--- src/hdl/rc4_pkg.sv ---
`timescale 1ns / 1ps

package rc4_pkg;

  // key storage limit and the width of the key length counter
  localparam int MAX_KEY_BYTES = 256;
  localparam int KEY_LEN_W     = 9;

  // input action codes
  localparam logic ACT_KEY  = 1'b0;
  localparam logic ACT_DATA = 1'b1;

  // result status codes
  localparam logic STAT_OK     = 1'b0;
  localparam logic STAT_NO_KEY = 1'b1;

  typedef enum logic [3:0] {
    ST_IDLE,
    ST_INIT,
    ST_KS_RD,
    ST_KS_ACC,
    ST_KS_WR1,
    ST_KS_WR2,
    ST_D_RD_I,
    ST_D_RD_J,
    ST_D_SW1,
    ST_D_SW2,
    ST_D_OUT,
    ST_PASS
  } rc4_state_t;

endpackage

--- src/hdl/rc4_stream_cipher.sv ---
`timescale 1ns / 1ps

// rc4 stream cipher, one byte per transaction on each channel
// input channel (in_valid / in_stall): action selects key byte or data byte,
//   last marks the final byte of a key or of a message
// key bytes give no result; the key byte with last starts the key schedule,
//   which sweeps the state table once to identity and then mixes it with
//   the key entry by entry through the read, accumulate and write states;
//   only the first 256 key bytes are kept
// data bytes give one result each on the output channel (out_valid /
//   out_stall): the byte xor the next keystream byte with status ok, or the
//   byte unchanged with status no-key if no complete key has been loaded
// a keyed data byte reads S[i] and S[j], writes the swap, and has its result
//   registered from the result state; a pass-through byte goes straight to
//   the result state; the next transaction is taken only back in idle
// a keyed data byte with last reruns the key schedule from the stored key so the
//   next message restarts the keystream
// in_stall is high whenever the sequencer is busy; a result waits in the
//   output register while out_stall is high, and the sequencer holds in its
//   result state until that register frees up
// reset clears the sequencer, the indices and the key flags; the table and
//   key memories are not cleared

module rc4_stream_cipher
  import rc4_pkg::*;
(
  input  logic       clk,
  input  logic       rst,
  input  logic       in_valid,
  output logic       in_stall,
  input  logic       action,
  input  logic [7:0] data_byte,
  input  logic       last,
  output logic       out_valid,
  input  logic       out_stall,
  output logic [7:0] out_byte,
  output logic       status
);

  rc4_state_t state, state_next;

  // state table and key store
  logic [7:0] sbox [256];
  logic [7:0] key_mem [256];
  logic [7:0] sbox_rdata;
  logic [7:0] key_rdata;

  // table port controls from the sequencer
  logic       sbox_we;
  logic [7:0] sbox_waddr;
  logic [7:0] sbox_wdata;
  logic [7:0] sbox_raddr;

  // key bookkeeping
  logic [KEY_LEN_W-1:0] key_length;
  logic [KEY_LEN_W-1:0] key_len_eff;
  logic                 key_open;
  logic                 keyed;
  logic                 key_we;

  // generator and schedule registers
  logic [7:0] idx_i;
  logic [7:0] idx_j;
  logic [7:0] cnt;
  logic [7:0] acc;
  logic [7:0] kidx;
  logic [7:0] kidx_next;
  logic [7:0] acc_sum;
  logic [7:0] tmp_a;
  logic [7:0] tmp_b;
  logic [7:0] ks_addr;
  logic [7:0] ks;
  logic [7:0] data_reg;
  logic       last_reg;

  logic in_accept;
  logic out_free;

  assign in_stall  = (state != ST_IDLE);
  assign in_accept = in_valid && !in_stall;
  assign out_free  = !out_valid || !out_stall;

  // a new key starts from zero length
  assign key_len_eff = key_open ? key_length : '0;
  assign key_we      = in_accept && (action == ACT_KEY)
                       && (key_len_eff < KEY_LEN_W'(MAX_KEY_BYTES));

  // schedule accumulator: j + S[n] + K[n mod len]
  assign acc_sum = acc + sbox_rdata + key_rdata;

  // key index wraps at the key length (a zero length acts as length one)
  assign kidx_next = (({1'b0, kidx} + 1'b1) >= key_length) ? '0 : kidx + 8'd1;

  // keystream byte: the read in the second swap cycle misses the S[j] write
  assign ks = (ks_addr == idx_j) ? tmp_a : sbox_rdata;

  // next state
  always_comb begin
    state_next = state;
    unique case (state)
      ST_IDLE: begin
        if (in_accept) begin
          if (action == ACT_KEY) begin
            state_next = last ? ST_INIT : ST_IDLE;
          end else begin
            state_next = keyed ? ST_D_RD_I : ST_PASS;
          end
        end
      end
      ST_INIT:   state_next = (cnt == 8'hFF) ? ST_KS_RD : ST_INIT;
      ST_KS_RD:  state_next = ST_KS_ACC;
      ST_KS_ACC: state_next = ST_KS_WR1;
      ST_KS_WR1: state_next = ST_KS_WR2;
      ST_KS_WR2: state_next = (cnt == 8'hFF) ? ST_IDLE : ST_KS_RD;
      ST_D_RD_I: state_next = ST_D_RD_J;
      ST_D_RD_J: state_next = ST_D_SW1;
      ST_D_SW1:  state_next = ST_D_SW2;
      ST_D_SW2:  state_next = ST_D_OUT;
      ST_D_OUT: begin
        if (out_free) begin
          state_next = last_reg ? ST_INIT : ST_IDLE;
        end
      end
      ST_PASS:   state_next = out_free ? ST_IDLE : ST_PASS;
      default:   state_next = ST_IDLE;
    endcase
  end

  // table port controls
  always_comb begin
    sbox_we    = 1'b0;
    sbox_waddr = cnt;
    sbox_wdata = cnt;
    sbox_raddr = cnt;
    unique case (state)
      ST_INIT: begin
        sbox_we = 1'b1;
      end
      ST_KS_ACC: begin
        sbox_raddr = acc_sum;
      end
      ST_KS_WR1: begin
        sbox_we    = 1'b1;
        sbox_wdata = sbox_rdata;
      end
      ST_KS_WR2: begin
        sbox_we    = 1'b1;
        sbox_waddr = acc;
        sbox_wdata = tmp_a;
      end
      ST_D_RD_I: begin
        sbox_raddr = idx_i + 8'd1;
      end
      ST_D_RD_J: begin
        sbox_raddr = idx_j + sbox_rdata;
      end
      ST_D_SW1: begin
        sbox_we    = 1'b1;
        sbox_waddr = idx_i;
        sbox_wdata = sbox_rdata;
      end
      ST_D_SW2: begin
        sbox_we    = 1'b1;
        sbox_waddr = idx_j;
        sbox_wdata = tmp_a;
        sbox_raddr = tmp_a + tmp_b;
      end
      ST_D_OUT: begin
        sbox_raddr = ks_addr;
      end
      default: begin
        sbox_raddr = cnt;
      end
    endcase
  end

  // memories
  always_ff @(posedge clk) begin
    if (sbox_we) begin
      sbox[sbox_waddr] <= sbox_wdata;
    end
    sbox_rdata <= sbox[sbox_raddr];
  end

  always_ff @(posedge clk) begin
    if (key_we) begin
      key_mem[key_len_eff[7:0]] <= data_byte;
    end
    key_rdata <= key_mem[kidx];
  end

  // control registers
  always_ff @(posedge clk) begin
    if (rst) begin
      state      <= ST_IDLE;
      key_length <= '0;
      key_open   <= 1'b0;
      keyed      <= 1'b0;
      idx_i      <= '0;
      idx_j      <= '0;
      cnt        <= '0;
      acc        <= '0;
      kidx       <= '0;
      out_valid  <= 1'b0;
    end else begin
      state <= state_next;

      if (in_accept && (action == ACT_KEY)) begin
        key_length <= key_we ? key_len_eff + 1'b1 : key_len_eff;
        key_open   <= !last;
        keyed      <= last;
      end

      unique case (state)
        ST_INIT: begin
          cnt <= cnt + 8'd1;
          if (cnt == 8'hFF) begin
            acc  <= '0;
            kidx <= '0;
          end
        end
        ST_KS_ACC: begin
          acc <= acc_sum;
        end
        ST_KS_WR2: begin
          cnt  <= cnt + 8'd1;
          kidx <= kidx_next;
          if (cnt == 8'hFF) begin
            idx_i <= '0;
            idx_j <= '0;
          end
        end
        ST_D_RD_I: begin
          idx_i <= idx_i + 8'd1;
        end
        ST_D_RD_J: begin
          idx_j <= idx_j + sbox_rdata;
        end
        ST_D_OUT: begin
          if (out_free && last_reg) begin
            cnt <= '0;
          end
        end
        default: begin
          if (state == ST_IDLE && in_accept && (action == ACT_KEY) && last) begin
            cnt <= '0;
          end
        end
      endcase

      if ((state == ST_D_OUT || state == ST_PASS) && out_free) begin
        out_valid <= 1'b1;
      end else if (!out_stall) begin
        out_valid <= 1'b0;
      end
    end
  end

  // datapath registers
  always_ff @(posedge clk) begin
    if (in_accept) begin
      data_reg <= data_byte;
      last_reg <= last;
    end
    if (state == ST_KS_ACC || state == ST_D_RD_J) begin
      tmp_a <= sbox_rdata;
    end
    if (state == ST_D_SW1) begin
      tmp_b <= sbox_rdata;
    end
    if (state == ST_D_SW2) begin
      ks_addr <= tmp_a + tmp_b;
    end
    if (state == ST_D_OUT && out_free) begin
      out_byte <= data_reg ^ ks;
      status   <= STAT_OK;
    end else if (state == ST_PASS && out_free) begin
      out_byte <= data_reg;
      status   <= STAT_NO_KEY;
    end
  end

  // a schedule only ever runs on a stored key
  assert property (@(posedge clk) disable iff (rst)
    (state == ST_INIT) |-> (keyed && key_length != '0))
    else $error("key schedule started without a stored key");

  // keystream steps only with a scheduled table
  assert property (@(posedge clk) disable iff (rst)
    (state == ST_D_RD_I) |-> keyed)
    else $error("keystream step without a key");

  // the end of a schedule restarts the generator
  assert property (@(posedge clk) disable iff (rst)
    (state == ST_KS_WR2 && cnt == 8'hFF) |=>
      (state == ST_IDLE && idx_i == '0 && idx_j == '0))
    else $error("generator indices not cleared after key schedule");

  // the key index stays inside the stored key
  assert property (@(posedge clk) disable iff (rst)
    (state == ST_KS_RD) |-> (({1'b0, kidx} < key_length) || kidx == '0))
    else $error("key index beyond key length");

endmodule

--- config.mk ---
export PLATFORM = sky130hd
export DESIGN_NAME = rc4_stream_cipher
export DESIGN_NICKNAME = d
export VERILOG_FILES = /design/src/hdl/rc4_pkg.sv /design/src/hdl/rc4_stream_cipher.sv
export SDC_FILE = /design/constraint.sdc
export NUM_CORES = 2
export LEC_CHECK = 0
export BUFFER_PORTS_ARGS = -buffer_cell sky130_fd_sc_hd__buf_4
export CELL_PAD_IN_SITES_DETAIL_PLACEMENT = 2
export CELL_PAD_IN_SITES_GLOBAL_PLACEMENT = 2
export CORE_MARGIN = 4
export CORE_UTILIZATION = 49
export DETAILED_ROUTE_END_ITERATION = 10
export MAX_ROUTING_LAYER = met4
export PLACE_DENSITY = 0.92
export SLEW_MARGIN = 0
export SYNTH_ARGS = -nofsm -noshare
export SYNTH_HDL_FRONTEND = slang
export SYNTH_SLANG_ARGS = --single-unit
--- constraint.sdc ---
create_clock -name clk -period 6.9 [get_ports clk]
set_input_delay 1.035 -clock clk [delete_from_list [all_inputs] [get_ports clk]]
set_output_delay 1.035 -clock clk [all_outputs]
set_load 0.01 [all_outputs]
==> results of run 1 <==
==> cell families after synthesis <==
| family | Yosys count | synth area share |
|---|---|---|
| mux | 812 | 0.0993 |
| xor+xnor | 54 | 0.00282 |
| compound gates | 1129 | 0.0469 |
| buf+inv | 692 | 0.0191 |
| fa+ha+maj | 46 | 0.00388 |
| flops | 4210 | 0.750 |
| simple gates | 3064 | 0.0783 |
==> per-stage QoR <==
step                    area [µm²]  hold slack [ns]  instances  worst slack [ns]
after floorplan             168000            0.462      10007              1.02
after global placement      174000            0.509      14224             0.744
==> Yosys cell counts (95+ instances only) <==
cell | n | area, µm²
a21oi_1 | 155 | 776
a311oi_1 | 95 | 832
a31oi_1 | 247 | 1550
a32oi_1 | 95 | 832
and3_1 | 280 | 1750
buf_2 | 289 | 1450
clkbuf_1 | 248 | 931
edfxtp_1 | 4137 | 124000
mux2i_1 | 126 | 1260
mux4_2 | 680 | 15300
nand2_1 | 1648 | 6190
nand3_1 | 281 | 1410
nor2_1 | 645 | 2420
o21ai_0 | 135 | 676
==> key figures, run 1 <==
Synth
  • Mean Syn Cell Area: 16.8 µm²
  • Post-Syn Area: 0.168 mm²
  • Syn Nets: 10067
  • Post-synth top flop: edfxtp_1
  • Post-synth EDFFs: 4137
  • Number of synthesized register bits: 4210
  • Synth warn: 0
  • Sequential fraction of the synthesis area: 0.750
  • Syn Inst Count: 10007
  • Distinct cell type count after synthesis: 95
  • Asr flop ratio synth: 0

Floorplanning
  • Initial Utilization: 0.493
  • I/O pins: 25
  • # rows: 214
  • Die height: 593 µm
  • Die width: 593 µm

Run status
  • Error: [ERROR DPL-0033] detailed placement checks failed during check placement.
  • Failed at: 3_5_place_dp
  • Status: stopped before the end

Placement
  • Port Buffers: 24
  • GPL Wtd Cong: 0.987
  • Dpl hpwl: 510 mm
==> run 2, diff against run 1 <==
Settings changed: CELL_PAD_IN_SITES_DETAIL_PLACEMENT 2 to not set, CELL_PAD_IN_SITES_GLOBAL_PLACEMENT 2 to not set, CORE_UTILIZATION 49 to 40, MAX_ROUTING_LAYER met4 to not set, PLACE_DENSITY 0.92 to not set, PLACE_DENSITY_LB_ADDON set to 0.15.
==> run 2 against run 1 <==
Compared with the run above:
- the flow now finishes, with violations (negative setup slack)
- area after synthesis did not move
- synthesized cell count unchanged
==> key figures, run 2 <==
Run status
  • Status: finished, violations left
  • Failing checks: negative setup slack

Routing
  • M1 wire length: 221 mm
  • Via count: 96898
  • Final WL: 536 mm
  • Avg WL per Cell: 33.2 µm
  • DR iter-0 viols: 13246
  • Met3 Wirelength: 45.5 mm
  • Pre-Repair DR Iteration Count: 6
  • Routed Antenna Nets: 0
  • DR top layer: met5
  • Vias/cell: 6.00
  • Drc violations: 0
  • Routed wl met2: 245 mm

Setup path
  • FF-to-FF Start: sbox_rdata[1]
  • CP delay by family, top: compound AO/OA/AOI/OAI gates
  • Worst EP arrival: 7.78 ns
  • Max incr delay on CP: 1.06 ns
  • Critical path cell sequence: inv_1 -> fa_1 -> inv_1 -> ha_1 -> inv_1 -> fa_1 -> a21oi_1 -> o21ai_0 -> a31oi_4 -> buf_12 -> buf_4 -> mux2i_1 -> a22oi_1 -> a31oi_1 -> o32ai_1 -> o41ai_1 -> o22ai_1
  • Flop-to-flop setup slack: -0.11 ns
  • Critical path peak fanout: 58
  • End of the worst register-to-register path: sbox_rdata[0]
  • Crit Path Class: flop to flop
  • Worst path most repeated cell: inv_1
  • Worst R2R Path Depth: 17
  • CP startpoint: sbox_rdata[1]
  • CP max-delay cell: a31oi_4
  • Bufs and invs on worst path: 5
  • Startpoint types: flop
  • Stages on the worst setup path: 17
  • Setup crit end kind: flop
  • Worst setup path endpoint: sbox_rdata[0]
  • Required @ worst endpoint: 7.67 ns

STA
  • Max Fclk: 143 MHz
  • RSZ-0062 raised after global routing: no
  • Max Slew Vio Count: 0
  • Final period util: 1.02
  • Setup ws final: -0.110 ns
  • WHS: 0.295 ns
  • Least-Margin Pin Slew: 1.39 ns
  • Final hold viol count: 0
  • # setup viols final: 1
  • Layout Skew: 0.0436 ns
  • Relative slew slack: 0.0655
  • Min cycle time layout: 7.01 ns

Final layout
  • Layout area overhead: 13.5%
  • Finished Layout Cells: 16147
  • Fillers: 35813
  • Core Util, Final: 0.456
  • Nets: 10325
  • Commonest non-fill, non-tap cell in the layout: edfxtp_1
  • Layout cells sized above 1: 0.174
  • Most frequent cells in the layout: edfxtp_1 (4137), nand2_1 (1642), mux4_2 (680)

Synth
  • Synth top area share: 0.741 (unchanged)
  • Area leader, netlist: edfxtp_1
  • Top-count cell post-synth: edfxtp_1
  • Commonest cells post-synth: edfxtp_1 (4137), nand2_1 (1648), mux4_2 (680)
  • Post-synth EDFFs: 4137 (unchanged)
  • Mean Syn Cell Area: 16.8 µm² (unchanged)
  • Post-synth top flop: edfxtp_1
  • Syn Inst Count: 10007 (unchanged)
  • Sequential fraction of the synthesis area: 0.750 (unchanged)
  • Number of synthesized register bits: 4210 (unchanged)
  • Distinct cell type count after synthesis: 95 (unchanged)
  • Main combinational cell family by area after synthesis: multiplexers
  • Asr flop ratio synth: 0 (unchanged)
  • Compound-Gate Fraction of Synth Area: 0.0469 (unchanged)
  • Mux share of post-synthesis cell area: 0.0993 (unchanged)
  • Synth area leaders: edfxtp_1 (74%), mux4_2 (9.1%), nand2_1 (3.7%), nor2_1 (1.4%), and3_1 (1.0%)
  • Adder-cell share of the synthesized area: 0.00388 (unchanged)
  • Syn Nets: 10067 (unchanged)
  • Synth warn: 0 (unchanged)
  • Xor and xnor area share after synthesis: 0.00282 (unchanged)
  • Post-Syn Area: 0.168 mm² (unchanged)
  • Simple-gate portion of the synthesized area: 0.0783 (unchanged)

Clock tree
  • Post-CTS setup buffers: 0
  • Bufs on Longest Clock Path: 4
  • Clock root cell: clkbuf_16
  • Worst skew pair latency: 1.01 ns
  • Clock-pin slew on the worst setup and hold paths: 0.07 ns
  • CTS tree: built
  • Cts bufs inserted: 439
  • Clk sinks: 4210
  • Hold_buf cts: 0
  • CTS H-tree depth: 5
  • Post-cts resize count: 0

Placement
  • Pre-CTS setup slack: 0.286 ns
  • Port Buffers: 24 (unchanged)
  • GPL Wtd Cong: 0.992 (+0.49%)
  • Placed cells: 15321
  • Dpl hpwl: 330 mm (-35%)

Global route
  • First-pass GRT wire length: 751 mm
  • GRT overflow: 0
  • Largest net degree at the start of global routing: 197
  • Vias in the first global route: 94055
  • Initial antenna violation count: 24
  • GRT Total Usage: 0.245

Pwr
  • Leakage: 60.2 nW
  • Pwr dens: 373 mW/mm²
  • Overall power: 0.0710 W
  • VDD IR max: 0.354 mV

Min path
  • Hold Path Depth: 1
  • HP Class: input pin to flop

Floorplanning
  • I/O pins: 25 (unchanged)
  • Die width: 655 µm (+11%)
  • Die height: 655 µm (+11%)
  • # rows: 237 (+11%)
  • DIE AREA: 0.430 mm²
  • Initial Utilization: 0.402 (-0.0908)
  • Core Region: 0.417 mm²

Run
  • Max cap viols: 0
-- run 2: cells by family (layout without fill, tap and decap cells) --
kind of cell / count (synthesis) / in the layout
flops: 4210 / 4210
simple gates: 3064 / 3064
compound gates: 1129 / 1129
mux: 812 / 812
buf+inv: 692 / 1316
xor+xnor: 54 / 54
fa+ha+maj: 46 / 46
other cells: 0 / 19
-- run 2: cell type report --
class / instances / area (µm²) / area share
Sequential cell: 4210 / 126000 / 0.661
Multi-Input combinational cell: 5105 / 39100 / 0.206
Clock buffer: 536 / 11500 / 0.0604
Tap cell: 5497 / 6880 / 0.0362
Timing Repair Buffer: 470 / 4370 / 0.0230
Clock inverter: 271 / 2500 / 0.0132
Inverter: 39 / 146 / 0.000769
Antenna cell: 19 / 47.5 / 0.000250
-- run 2: worst min-delay path by stage --
| stage | start | to | slack [ns] |
|---|---|---|---|
| floorplan | acc[7] | acc[7] | 0.46 |
| global placement | status | status | 0.49 |
| detailed placement | status | status | 0.49 |
| CTS | last | last_reg | 0.21 |
| global route | last | last_reg | 0.25 |
| finish | last | last_reg | 0.29 |
-- run 2: report_power, final --
part,total (W),leakage [nW],internal (W),switching (W)
registers,0.0298,38.2,0.0296,0.000215
clock network,0.0233,6.79,0.0132,0.0101
logic,0.0179,15.2,0.00440,0.0135
total,0.0710,60.2,0.0472,0.0238
-- run 2: layer usage --
| layer | global-route usage | up-vias |
|---|---|---|
| met2 | 0.378 | 4907 |
| li1 | - | 39931 |
| met3 | 0.0459 | 1057 |
| met5 | 0 | - |
| met4 | 0.0956 | 6 |
| met1 | 0.346 | 50997 |
-- run 2: per-stage QoR --
stage	cell area [µm²]	setup TNS (ns)
after floorplan	168000	0
after global placement	176000	0
after detailed placement	176000	0
after CTS	190000	0
after global routing	190000	0
final	190000	-0.110
-- run 2: worst register-to-register path, delay by kind of cell, from the launching register on --
kind                       cells  cell delay, ns
AOI/OAI and AO/OA              8            3.58
buffers and inverters          5            1.23
adders and majority gates      3            1.20
DFF                            1            0.53
muxes                          1            0.22
Power figures use the tool's default switching activity.
